--- config.mk ---
export PLATFORM = sky130hd
export DESIGN_NAME = sprite_rle_decoder_top
export DESIGN_NICKNAME = d
export VERILOG_FILES = /design/src/sv/srd_pkg.sv /design/src/sv/srd_parser.sv /design/src/sv/srd_run_fifo.sv /design/src/sv/sprite_rle_decoder_top.sv
export SDC_FILE = /design/constraint.sdc
export NUM_CORES = 1
export LEC_CHECK = 0
export BUFFER_PORTS_ARGS = -buffer_cell sky130_fd_sc_hd__buf_4
export CORE_MARGIN = 2
export CORE_UTILIZATION = 45
export CTS_BUF_LIST = sky130_fd_sc_hd__clkbuf_8
export DETAILED_ROUTE_END_ITERATION = 10
export GPL_ROUTABILITY_DRIVEN = 0
export GPL_TIMING_DRIVEN = 0
export PLACE_DENSITY = 0.71
export SYNTH_ARGS = -nofsm -noshare
export SYNTH_HDL_FRONTEND = slang
export SYNTH_HIERARCHICAL = 1
export SYNTH_SLANG_ARGS = --single-unit
--- constraint.sdc ---
create_clock -name clock -period 18.9 [get_ports clock]
set_input_delay 0.945 -clock clock [delete_from_list [all_inputs] [get_ports clock]]
set_output_delay 0.945 -clock clock [all_outputs]
set_load 0.005 [all_outputs]
--- src/sv/srd_pkg.sv ---
// types and constants shared by the sprite run-length decoder
package srd_pkg;

   typedef enum logic [2:0] {
      PH_TLO = 3'd0,
      PH_THI = 3'd1,
      PH_CLO = 3'd2,
      PH_CHI = 3'd3,
      PH_PIX = 3'd4
   } phase_type;

   typedef struct packed {
      logic        last_run;
      logic [7:0]  alpha;
      logic [7:0]  blue;
      logic [7:0]  green;
      logic [7:0]  red;
      logic [10:0] pixel_count;
      logic [9:0]  first_pixel;
   } run_type;

   typedef struct packed {
      logic    run_valid;
      run_type run;
      logic    close_valid;
      run_type close;
   } emit_type;

   localparam logic CSR_PIXEL_HAS_ALPHA = 1'b0;
   localparam logic CSR_OUTPUT_MODE     = 1'b1;

   localparam logic [7:0] FILL_GREY    = 8'h11;
   localparam logic [7:0] ALPHA_OPAQUE = 8'hFF;

   localparam int OUT_DEPTH = 4;
   localparam int OUT_PTR_W = $clog2(OUT_DEPTH);
   localparam int OUT_CNT_W = $clog2(OUT_DEPTH + 1);

endpackage

--- src/sv/srd_parser.sv ---
// stream parser state and per-byte run descriptor generation
module srd_parser
   import srd_pkg::*;
#(
   parameter int SPRITE_SIDE = 32
) (
   input  logic       clock,
   input  logic       reset,
   input  logic       step,
   input  logic [7:0] data_byte,
   input  logic       last_byte,
   input  logic       pixel_has_alpha,
   input  logic       output_mode,
   output emit_type   emit
);

   localparam int FRAME = SPRITE_SIDE * SPRITE_SIDE;
   localparam int WP_W  = $clog2(FRAME + 1);
   localparam logic [WP_W-1:0] FRAME_V = WP_W'(FRAME);

   phase_type       phase_ff, phase_in;
   logic [7:0]      low_hold_ff, low_hold_in;
   logic [15:0]     colored_left_ff, colored_left_in;
   logic [WP_W-1:0] wp_ff, wp_in;
   logic [1:0]      byte_idx_ff, byte_idx_in;
   logic [7:0]      red_ff, red_in;
   logic [7:0]      green_ff, green_in;
   logic [7:0]      blue_ff, blue_in;

   logic [15:0]     count16;
   logic [15:0]     room16;
   logic [15:0]     clip16;
   logic [WP_W-1:0] room;
   logic [WP_W-1:0] wp_mid;
   logic [WP_W-1:0] close_cnt;
   logic [7:0]      fill;
   logic            pix_done;
   logic [15:0]     left_dec;

   always_comb begin
      fill      = output_mode ? 8'h00 : FILL_GREY;
      count16   = {data_byte, low_hold_ff};
      room      = FRAME_V - wp_ff;
      room16    = 16'(room);
      clip16    = (count16 < room16) ? count16 : room16;
      pix_done  = (byte_idx_ff == 2'd3) || (byte_idx_ff == 2'd2 && !pixel_has_alpha);
      left_dec  = colored_left_ff - 16'd1;

      phase_in        = phase_ff;
      low_hold_in     = low_hold_ff;
      colored_left_in = colored_left_ff;
      wp_in           = wp_ff;
      byte_idx_in     = byte_idx_ff;
      red_in          = red_ff;
      green_in        = green_ff;
      blue_in         = blue_ff;

      emit = '0;
      emit.run.red   = fill;
      emit.run.green = fill;
      emit.run.blue  = fill;

      if (wp_ff < FRAME_V) begin
         case (phase_ff)
            PH_THI: begin
               if (clip16 != 16'd0) begin
                  emit.run_valid        = 1'b1;
                  emit.run.first_pixel  = 10'(wp_ff);
                  emit.run.pixel_count  = 11'(clip16);
                  wp_in                 = wp_ff + WP_W'(clip16);
               end
               phase_in = PH_CLO;
            end
            PH_CLO: begin
               low_hold_in = data_byte;
               phase_in    = PH_CHI;
            end
            PH_CHI: begin
               colored_left_in = count16;
               byte_idx_in     = 2'd0;
               phase_in        = (count16 != 16'd0) ? PH_PIX : PH_TLO;
            end
            PH_PIX: begin
               case (byte_idx_ff)
                  2'd0:    red_in   = data_byte;
                  2'd1:    green_in = data_byte;
                  2'd2:    blue_in  = data_byte;
                  default: ;
               endcase
               if (pix_done) begin
                  emit.run_valid       = 1'b1;
                  emit.run.first_pixel = 10'(wp_ff);
                  emit.run.pixel_count = 11'd1;
                  emit.run.red         = red_in;
                  emit.run.green       = green_in;
                  emit.run.blue        = blue_in;
                  emit.run.alpha       = output_mode ?
                                         (pixel_has_alpha ? data_byte : ALPHA_OPAQUE) : 8'h00;
                  wp_in                = wp_ff + WP_W'(1);
                  colored_left_in      = left_dec;
                  byte_idx_in          = 2'd0;
                  if (left_dec == 16'd0) begin
                     phase_in = PH_TLO;
                  end
               end else begin
                  byte_idx_in = byte_idx_ff + 2'd1;
               end
            end
            default: begin
               low_hold_in = data_byte;
               phase_in    = PH_THI;
            end
         endcase
      end

      wp_mid    = wp_in;
      close_cnt = (wp_mid < FRAME_V) ? FRAME_V - wp_mid : '0;

      emit.close.first_pixel = (close_cnt != '0) ? 10'(wp_mid) : 10'd0;
      emit.close.pixel_count = 11'(close_cnt);
      emit.close.red         = fill;
      emit.close.green       = fill;
      emit.close.blue        = fill;
      emit.close.alpha       = 8'h00;
      emit.close.last_run    = 1'b1;
      emit.close_valid       = last_byte;

      if (last_byte) begin
         phase_in        = PH_TLO;
         low_hold_in     = 8'h00;
         colored_left_in = 16'd0;
         wp_in           = '0;
         byte_idx_in     = 2'd0;
         red_in          = 8'h00;
         green_in        = 8'h00;
         blue_in         = 8'h00;
      end
   end

   always_ff @(posedge clock) begin
      if (reset) begin
         phase_ff        <= PH_TLO;
         low_hold_ff     <= 8'h00;
         colored_left_ff <= 16'd0;
         wp_ff           <= '0;
         byte_idx_ff     <= 2'd0;
         red_ff          <= 8'h00;
         green_ff        <= 8'h00;
         blue_ff         <= 8'h00;
      end else if (step) begin
         phase_ff        <= phase_in;
         low_hold_ff     <= low_hold_in;
         colored_left_ff <= colored_left_in;
         wp_ff           <= wp_in;
         byte_idx_ff     <= byte_idx_in;
         red_ff          <= red_in;
         green_ff        <= green_in;
         blue_ff         <= blue_in;
      end
   end

endmodule

--- src/sv/srd_run_fifo.sv ---
// small result queue taking up to two run descriptors per cycle
module srd_run_fifo
   import srd_pkg::*;
(
   input  logic                 clock,
   input  logic                 reset,
   input  logic                 push_a,
   input  run_type              data_a,
   input  logic                 push_b,
   input  run_type              data_b,
   output logic                 out_valid,
   input  logic                 out_ready,
   output run_type              out_data,
   output logic [OUT_CNT_W-1:0] level
);

   run_type                slot_ff [OUT_DEPTH];
   logic [OUT_PTR_W-1:0]   wr_ptr_ff, wr_ptr_in;
   logic [OUT_PTR_W-1:0]   rd_ptr_ff, rd_ptr_in;
   logic [OUT_CNT_W-1:0]   count_ff, count_in;
   logic                   pop;
   logic                   two;
   logic                   any;
   run_type                first_data;
   logic [OUT_PTR_W-1:0]   wr_next;

   always_comb begin
      pop        = (count_ff != '0) && out_ready;
      two        = push_a && push_b;
      any        = push_a || push_b;
      first_data = push_a ? data_a : data_b;
      wr_next    = wr_ptr_ff + OUT_PTR_W'(1);
      wr_ptr_in  = wr_ptr_ff + (two ? OUT_PTR_W'(2) : (any ? OUT_PTR_W'(1) : '0));
      rd_ptr_in  = pop ? rd_ptr_ff + OUT_PTR_W'(1) : rd_ptr_ff;
      count_in   = count_ff + (two ? OUT_CNT_W'(2) : (any ? OUT_CNT_W'(1) : '0))
                   - (pop ? OUT_CNT_W'(1) : '0);
   end

   always_ff @(posedge clock) begin
      if (reset) begin
         wr_ptr_ff <= '0;
         rd_ptr_ff <= '0;
         count_ff  <= '0;
      end else begin
         wr_ptr_ff <= wr_ptr_in;
         rd_ptr_ff <= rd_ptr_in;
         count_ff  <= count_in;
      end
   end

   always_ff @(posedge clock) begin
      if (any) begin
         slot_ff[wr_ptr_ff] <= first_data;
      end
      if (two) begin
         slot_ff[wr_next] <= data_b;
      end
   end

   assign out_valid = (count_ff != '0);
   assign out_data  = slot_ff[rd_ptr_ff];
   assign level     = count_ff;

endmodule

--- src/sv/sprite_rle_decoder_top.sv ---
// top level of the run-length sprite decoder
//
// req_ carries the compressed sprite stream, one byte per transfer, with
// req_tlast on the final byte. rsp_ carries run descriptors: each finished
// transparent run and each finished colored pixel, plus one closing run
// (rsp_tlast high) that fills the rest of the frame after the final byte.
// csr_ writes pixel_has_alpha (index 0) and output_mode (index 1); write
// only while no bytes are in flight.
// A byte is taken into an input register, then decoded once the result
// queue has room, and its runs are queued for rsp_. One byte is taken per
// cycle while the queue has room; a byte that ends the stream with a colored
// pixel yields two runs, which the result queue absorbs while the next bytes
// keep flowing.
// Reset clears the parser, the queue and the registers (pixel_has_alpha 0,
// output_mode 1). When rsp_tready is low the queue fills and req_tready
// drops once fewer than two queue slots are free.
module sprite_rle_decoder_top
   import srd_pkg::*;
#(
   parameter int SPRITE_SIDE = 32
) (
   input  logic        clock,
   input  logic        reset,
   input  logic        req_tvalid,
   output logic        req_tready,
   input  logic [7:0]  req_tdata,   // data_byte
   input  logic        req_tlast,   // last_byte
   output logic        rsp_tvalid,
   input  logic        rsp_tready,
   output logic [55:0] rsp_tdata,   // first_pixel, pixel_count, red, green, blue, alpha
   output logic        rsp_tlast,   // last_run
   input  logic        csr_wr_en,
   input  logic        csr_index,
   input  logic        csr_wdata
);

   localparam int FRAME = SPRITE_SIDE * SPRITE_SIDE;

   logic                 has_alpha_ff;
   logic                 mode_ff;
   logic                 hold_valid_ff, hold_valid_in;
   logic [7:0]           hold_byte_ff;
   logic                 hold_last_ff;
   logic                 proceed;
   logic                 room_ok;
   logic [OUT_CNT_W-1:0] level;
   emit_type             emit;
   run_type              out_run;

   always_ff @(posedge clock) begin
      if (reset) begin
         has_alpha_ff <= 1'b0;
         mode_ff      <= 1'b1;
      end else if (csr_wr_en) begin
         case (csr_index)
            CSR_PIXEL_HAS_ALPHA: has_alpha_ff <= csr_wdata;
            CSR_OUTPUT_MODE:     mode_ff      <= csr_wdata;
            default:             ;
         endcase
      end
   end

   always_comb begin
      room_ok       = (level <= OUT_CNT_W'(OUT_DEPTH - 2));
      proceed       = hold_valid_ff && room_ok;
      req_tready    = !hold_valid_ff || proceed;
      hold_valid_in = (req_tvalid && req_tready) ? 1'b1 : (proceed ? 1'b0 : hold_valid_ff);
   end

   always_ff @(posedge clock) begin
      if (reset) begin
         hold_valid_ff <= 1'b0;
      end else begin
         hold_valid_ff <= hold_valid_in;
      end
   end

   always_ff @(posedge clock) begin
      if (req_tvalid && req_tready) begin
         hold_byte_ff <= req_tdata;
         hold_last_ff <= req_tlast;
      end
   end

   srd_parser #(
      .SPRITE_SIDE(SPRITE_SIDE)
   ) u_parser (
      .clock           (clock),
      .reset           (reset),
      .step            (proceed),
      .data_byte       (hold_byte_ff),
      .last_byte       (hold_last_ff),
      .pixel_has_alpha (has_alpha_ff),
      .output_mode     (mode_ff),
      .emit            (emit)
   );

   srd_run_fifo u_fifo (
      .clock     (clock),
      .reset     (reset),
      .push_a    (proceed && emit.run_valid),
      .data_a    (emit.run),
      .push_b    (proceed && emit.close_valid),
      .data_b    (emit.close),
      .out_valid (rsp_tvalid),
      .out_ready (rsp_tready),
      .out_data  (out_run),
      .level     (level)
   );

   assign rsp_tdata = {3'b000, out_run.alpha, out_run.blue, out_run.green, out_run.red,
                       out_run.pixel_count, out_run.first_pixel};
   assign rsp_tlast = out_run.last_run;

   a_level_bound: assert property (@(posedge clock) disable iff (reset)
      level <= OUT_CNT_W'(OUT_DEPTH))
      else $error("result queue overflow");

   a_hold_kept: assert property (@(posedge clock) disable iff (reset)
      hold_valid_ff && !proceed |=> hold_valid_ff && $stable(hold_byte_ff)
         && $stable(hold_last_ff))
      else $error("held byte lost while queue full");

   a_close_fills_frame: assert property (@(posedge clock) disable iff (reset)
      rsp_tvalid && rsp_tlast |->
         (FRAME > 1024)
         || (out_run.pixel_count == 11'd0 && out_run.first_pixel == 10'd0)
         || (12'(out_run.first_pixel) + 12'(out_run.pixel_count) == 12'(FRAME)))
      else $error("closing run does not end at frame size");

endmodule
### Word-level counts from Yosys, hierarchy flattened

Memories as Yosys holds them, arrays and structs flattened. A register that Yosys moved wholly into a read port is not among the register bits.
Cells that the tools add are included.

| storage, ports and cells | value |
|---|---|
| bits in registers | 83 |
| RAM bits | 216 |
| bits of input ports | 16 |
| output and inout port bits | 59 |
| logic and storage cells | 136 |
| memories | 1 |

Memory list:

| name | words | bits a word | rd ports | clocked after memory_dff | wr ports | RTL line | source |
|---|---|---|---|---|---|---|---|
| u_fifo.slot_ff | 4 | 54 | 1 | 1 | 2 | srd_run_fifo.sv:17 | `run_type slot_ff [OUT_DEPTH];` |

| cells by class | value |
|---|---|
| add/sub/neg operators | 11 |
| order comparisons | 4 |
| equality and inequality tests | 10 |
| muxes and demuxes | 63 |
| bitwise operators | 1 |
| reduce and logical (&&, ||, !) cells | 30 |

Operators by type and width:

| cell | count |
|---|---|
| $mux W8 | 17 |
| $mux W53 | 2 |
| $mux W16 | 4 |
| $mux W11 | 5 |
| $mux W54 | 1 |
| $pmux W21 S2 | 1 |
| $mux W32 | 1 |
| $pmux W16 S2 | 1 |
| $reduce_bool A16 Y1 | 2 |
| $lt A11 B11 Y1 const B | 2 |
| $pmux W11 S2 | 1 |
| $sub A11 B11 Y11 const A | 2 |
| $mux W21 | 1 |
| $mux W3 | 6 |
| $logic_not A16 Y1 | 1 |
| $lt A16 B11 Y1 | 1 |
| $sub A16 B1 Y16 const B | 1 |
| $mux W1 | 12 |
| $mux W2 | 6 |
| $pmux W3 S4 | 1 |
| $add A11 B1 Y11 const B | 1 |
| $add A11 B11 Y11 | 1 |
| $reduce_bool A11 Y1 | 1 |
| $mux W10 | 1 |
| 26 further kinds | 47 |

### Longest topological paths before layout

| logic depth | value |
|---|---|
| word-level depth | 13 |
| mapped depth | 32 |
| depth with buffers taken out | 28 |

### Modules after synthesis

Netlist, hierarchy kept.

Modules (own cells, without submodules):

| module | times used | cells each | area an instance (um^2) | seq. area each (um^2) |
|---|---|---|---|---|
| srd_run_fifo | 1 | 576 | 10,905.5 | 6,666.4 |
| srd_parser | 1 | 859 | 6,227.2 | 1,281.2 |
| sprite_rle_decoder_top | 1 | 32 | 475.5 | 330.3 |

### Worst setup path after synthesis

No wires, ideal clock.

| path | value |
|---|---|
| kind | register -> register |
| start point | reg u_parser.wp_ff[0] |
| end point | mem u_fifo/slot_ff[1][0] (netlist name) (enable) |
| setup time | 0.547 ns |
| arrival time | 8.371 ns |
| required time | 18.353 ns |
| path slack | 9.982 ns |
| stages on the path, launching flop included | 22 |
| buffers on the path | 4 |
| period minus slack after synthesis | 8.918 ns |
| path through | dfxtp_1 -> buf_2 -> inv_1 -> ha_1 -> clkbuf_1 -> nand4_1 -> xnor2_1 -> inv_1 -> ha_1 -> and3_1 -> nand3_1 -> o31a_1 -> a311oi_1 -> a21boi_2 -> clkbuf_1 -> nor2_1 -> inv_1 -> and4b_1 -> buf_2 -> inv_1 -> ha_1 -> a211oi_1 |

RTL lines:

| element | RTL line | source |
|---|---|---|
| start: declaration | srd_parser.sv:24 | `logic [WP_W-1:0] wp_ff, wp_in;` |
| start signal: assignment | srd_parser.sv:154 | `wp_ff <= wp_in;` |
| end: declaration | srd_run_fifo.sv:17 |  |

==> results.md <==
- Outcome: complete, no violations
- DRC viols: 0
- Starting DRC count in detailed routing: 1188
- Setup Fix Bufs, Post-CTS: 0
- CTS buffer count: 49
- Cells after synthesis: between 1000 and 1500
- # rows: 72
- Placed wire-length estimate: ~33 mm
- #FFs+latches synth: ~300
- Setup CP Type: reg2reg
- Largest net degree at the start of global routing: 25
- Yosys warning count: 6
- R2r endpoint: u_fifo/slot_ff[2][6]
- Final hold vios: 0
- Drt total wl: about 47 mm
- Starting density of the core: 45.6%
- Total GRT Usage: between 20% and 30%
- Critical Path Source Type: flip-flop
- End of the critical path: u_fifo/slot_ff[2][6]
- Worst-Skew Late Latency: 0.63 ns
- Syn avg cell area: roughly 12 um2
- RSZ-0062 raised after global routing: false
- Final Core Density: between 50% and 60%
- First-pass DRT Iterations: 6
- Top-area cell type share of the netlist area: between 30% and 40%
- Die width: 202 um
- PD cells: 84.8 mW/mm2
- Layout Skew: 0.0269 ns
- Critical path data required time: 19.39 ns
- Origin of the critical flop-to-flop path: u_parser/wp_ff[0]
- CTS Buffer Depth: 3
- Die boundary height: ~200 um
- Seq/Total Area, Yosys: 47.0%
- # hold bufs at CTS: 0
- Most common cell after layout, fill and taps aside: edfxtp_1
- Post-synth EDFFs: 225
- FMAX: 117 MHz
- Worst hold slack: 0.496 ns
- Leading area contributor after synthesis: edfxtp_1
- Most frequent cells in the layout: edfxtp_1, mux2_2, nor2_1
- Tmin final: 8.52 ns
- Reg2Reg Setup Slack: 10.38 ns
- Max Slew Vio Count: 0
- CTS resizes: 0
- Number of global-route vias before repair: 12772
- Period utilization: a little under half
- Worst slew pin tran: 1.27 ns
- Finish-stage setup viols: 0
- Clock slew at reported path FFs: ~0.06 ns
- Dpl cells: around 2100
- First-pass GRT wire length: between 70 and 80 mm
- Worst path most repeated cell: nor2_1
- Final cell count without fillers: 2188
- R2r worst-path depth: 28
- Root Driver: clkbuf_8
- Area of the multi-input gates: 0.00855 mm2
- TritonCTS clock tree: yes
- Grt ovf: 0
- Vias/cell: 5.84
- Diodes inserted: 0
- Crit-path slowest cell: mux2i_1
- Nets: 1683
- Max_slew headroom: 15.0%
- CTS Sinks: 301
- Synth cell types: 91
- Top post-synthesis cells by area: edfxtp_1, mux2_2, dfxtp_1
- MaxCap Viol Count: 0
- Crit path arrival time: 9.01 ns
- Die area: approximately 0.04 mm2
- H-tree levels: 2
- Port-buffer cells: 71
- Ys async rst share: 0%
- Area grow syn2layout: 14.6%
- Average wire per standard cell: approximately 21 um
- Ys flop type: edfxtp_1
- Register area: ~0.0083 mm2
- Layout filler cell count: 3304
- Pleak: 7.46 nW
- Critical Path Sink Type: flip-flop
- Setup crit start: u_parser/wp_ff[0]
- Core ar.: ~0.039 mm2
- Maximum vdd drop: 0.0400 mV
- ANT nets after route: 0
- Setup TNS: 0 ns
- Fraction of layout cells with a size suffix above 1: 31.0%
- Hold/Removal Path Class: reg2reg
- # IOs: 75
- Design Power: 0.00171 W
- CP max FO: 10
- Vias: between 10000 and 15000
- Crit path largest cell delay: 0.74 ns
- Initial antenna violation count: 0
- Syn Std Cell Area: around 0.018 mm2
-- per-stage QoR --
stage	setup WS [ns]	cell area [um2]
final	10.38	20200
after global routing	10.06	20200
after CTS	10.77	20200
after detailed placement	10.83	19200
after global placement	4.91	18900
after floorplan	9.98	17700
-- state kept, by name (all words and copies together) (netlist names), 8 cells and up, named ones only --
| name | flops |
|---|---|
| u_parser/colored_left_ff | 16 |
| u_fifo/slot_ff | 216 |
| u_parser/green_ff | 8 |
| u_parser/red_ff | 8 |
| u_parser/low_hold_ff | 8 |
| u_parser/blue_ff | 8 |
| u_parser/wp_ff | 11 |
| hold_byte_ff | 8 |
-- per-layer routing --
metal  track usage [%]  vias up  share of wire (%)
met5                 0        -                  0
met4              9.74        0                3.7
met3              3.29      102                7.1
met2              37.0      545                 46
met1              31.3     6314                 43
li1                  -     5817                  -
-- cells in the mapped netlist (6+ instances only) --
cell type and count:
nand2b_1 13, mux2_1 18, ha_1 34, nand2_1 62, xnor2_1 23, clkbuf_1 51, and2_1 8, xor2_1 13
buf_6 10, edfxtp_1 225, inv_1 41, a211oi_1 9, dfxtp_1 76, mux2i_1 27, nor2b_1 19, mux4_2 54
o31a_1 6, a21boi_0 7, nand3_1 17, a22oi_1 41, buf_4 50, buf_2 16, mux2_2 199, nor3b_1 6
o21ai_0 45, a21oi_1 56, or3_1 10, a21o_1 11, nor2_1 143, and3_1 10, nor3_1 34, o21a_1 8
-- cell type report --
| class | count | share of cell area, % |
|---|---|---|
| multi-input cells | 1021 | 42.4 |
| flip-flops and latches | 301 | 41.0 |
| repair buffers | 85 | 4.12 |
| plain buffers | 130 | 3.82 |
| clock buffers | 52 | 3.55 |
| well taps | 518 | 3.21 |
| clock inverters | 38 | 1.10 |
| inverters | 43 | 0.800 |
-- worst max-delay path, delay by kind of cell, from the launching register on --
family,cells,cell delay (ns)
AND/OR/NAND/NOR,11,2.61
multiplexers,2,0.99
flip-flops,1,0.35
adder cells (fa/ha/maj),3,0.86
AO/OA/AOI/OAI,7,2.18
buffers and inverters,5,1.38
-- worst min path at each step --
stage	endpoint	cells past startpoint	slack, ns	startpoint
global placement	u_parser/colored_left_ff[5]	2	0.48	u_parser/colored_left_ff[5]
CTS	hold_byte_ff[0]	1	0.46	req_tdata[0]
detailed placement	u_parser/green_ff[1]	2	0.48	u_parser/green_ff[1]
floorplan	has_alpha_ff	2	0.44	has_alpha_ff
finish	u_parser/colored_left_ff[5]	2	0.50	u_parser/colored_left_ff[5]
global route	hold_byte_ff[6]	1	0.48	req_tdata[6]
-- report_power, final --
| group | internal (W) | leakage [nW] | total, W | switching [W] |
|---|---|---|---|---|
| Sequential | 0.000745 | 2.68 | 0.000761 | 0.0000154 |
| Clock | 0.000283 | 0.508 | 0.000552 | 0.000269 |
| Combinational | 0.000203 | 4.28 | 0.000398 | 0.000196 |
| Total | 0.00123 | 7.46 | 0.00171 | 0.000480 |
-- kinds of logic after synthesis --
family	synth area share (%)
adders and majority gates	2.64
other	0.0639
xor gates and xnor gates	1.79
DFF	47.0
buffers and inverters	5.29
and+or+nand+nor	10.5
muxes	22.3
AOI/OAI and AO/OA	10.3
Power figures use the tool's default switching activity.
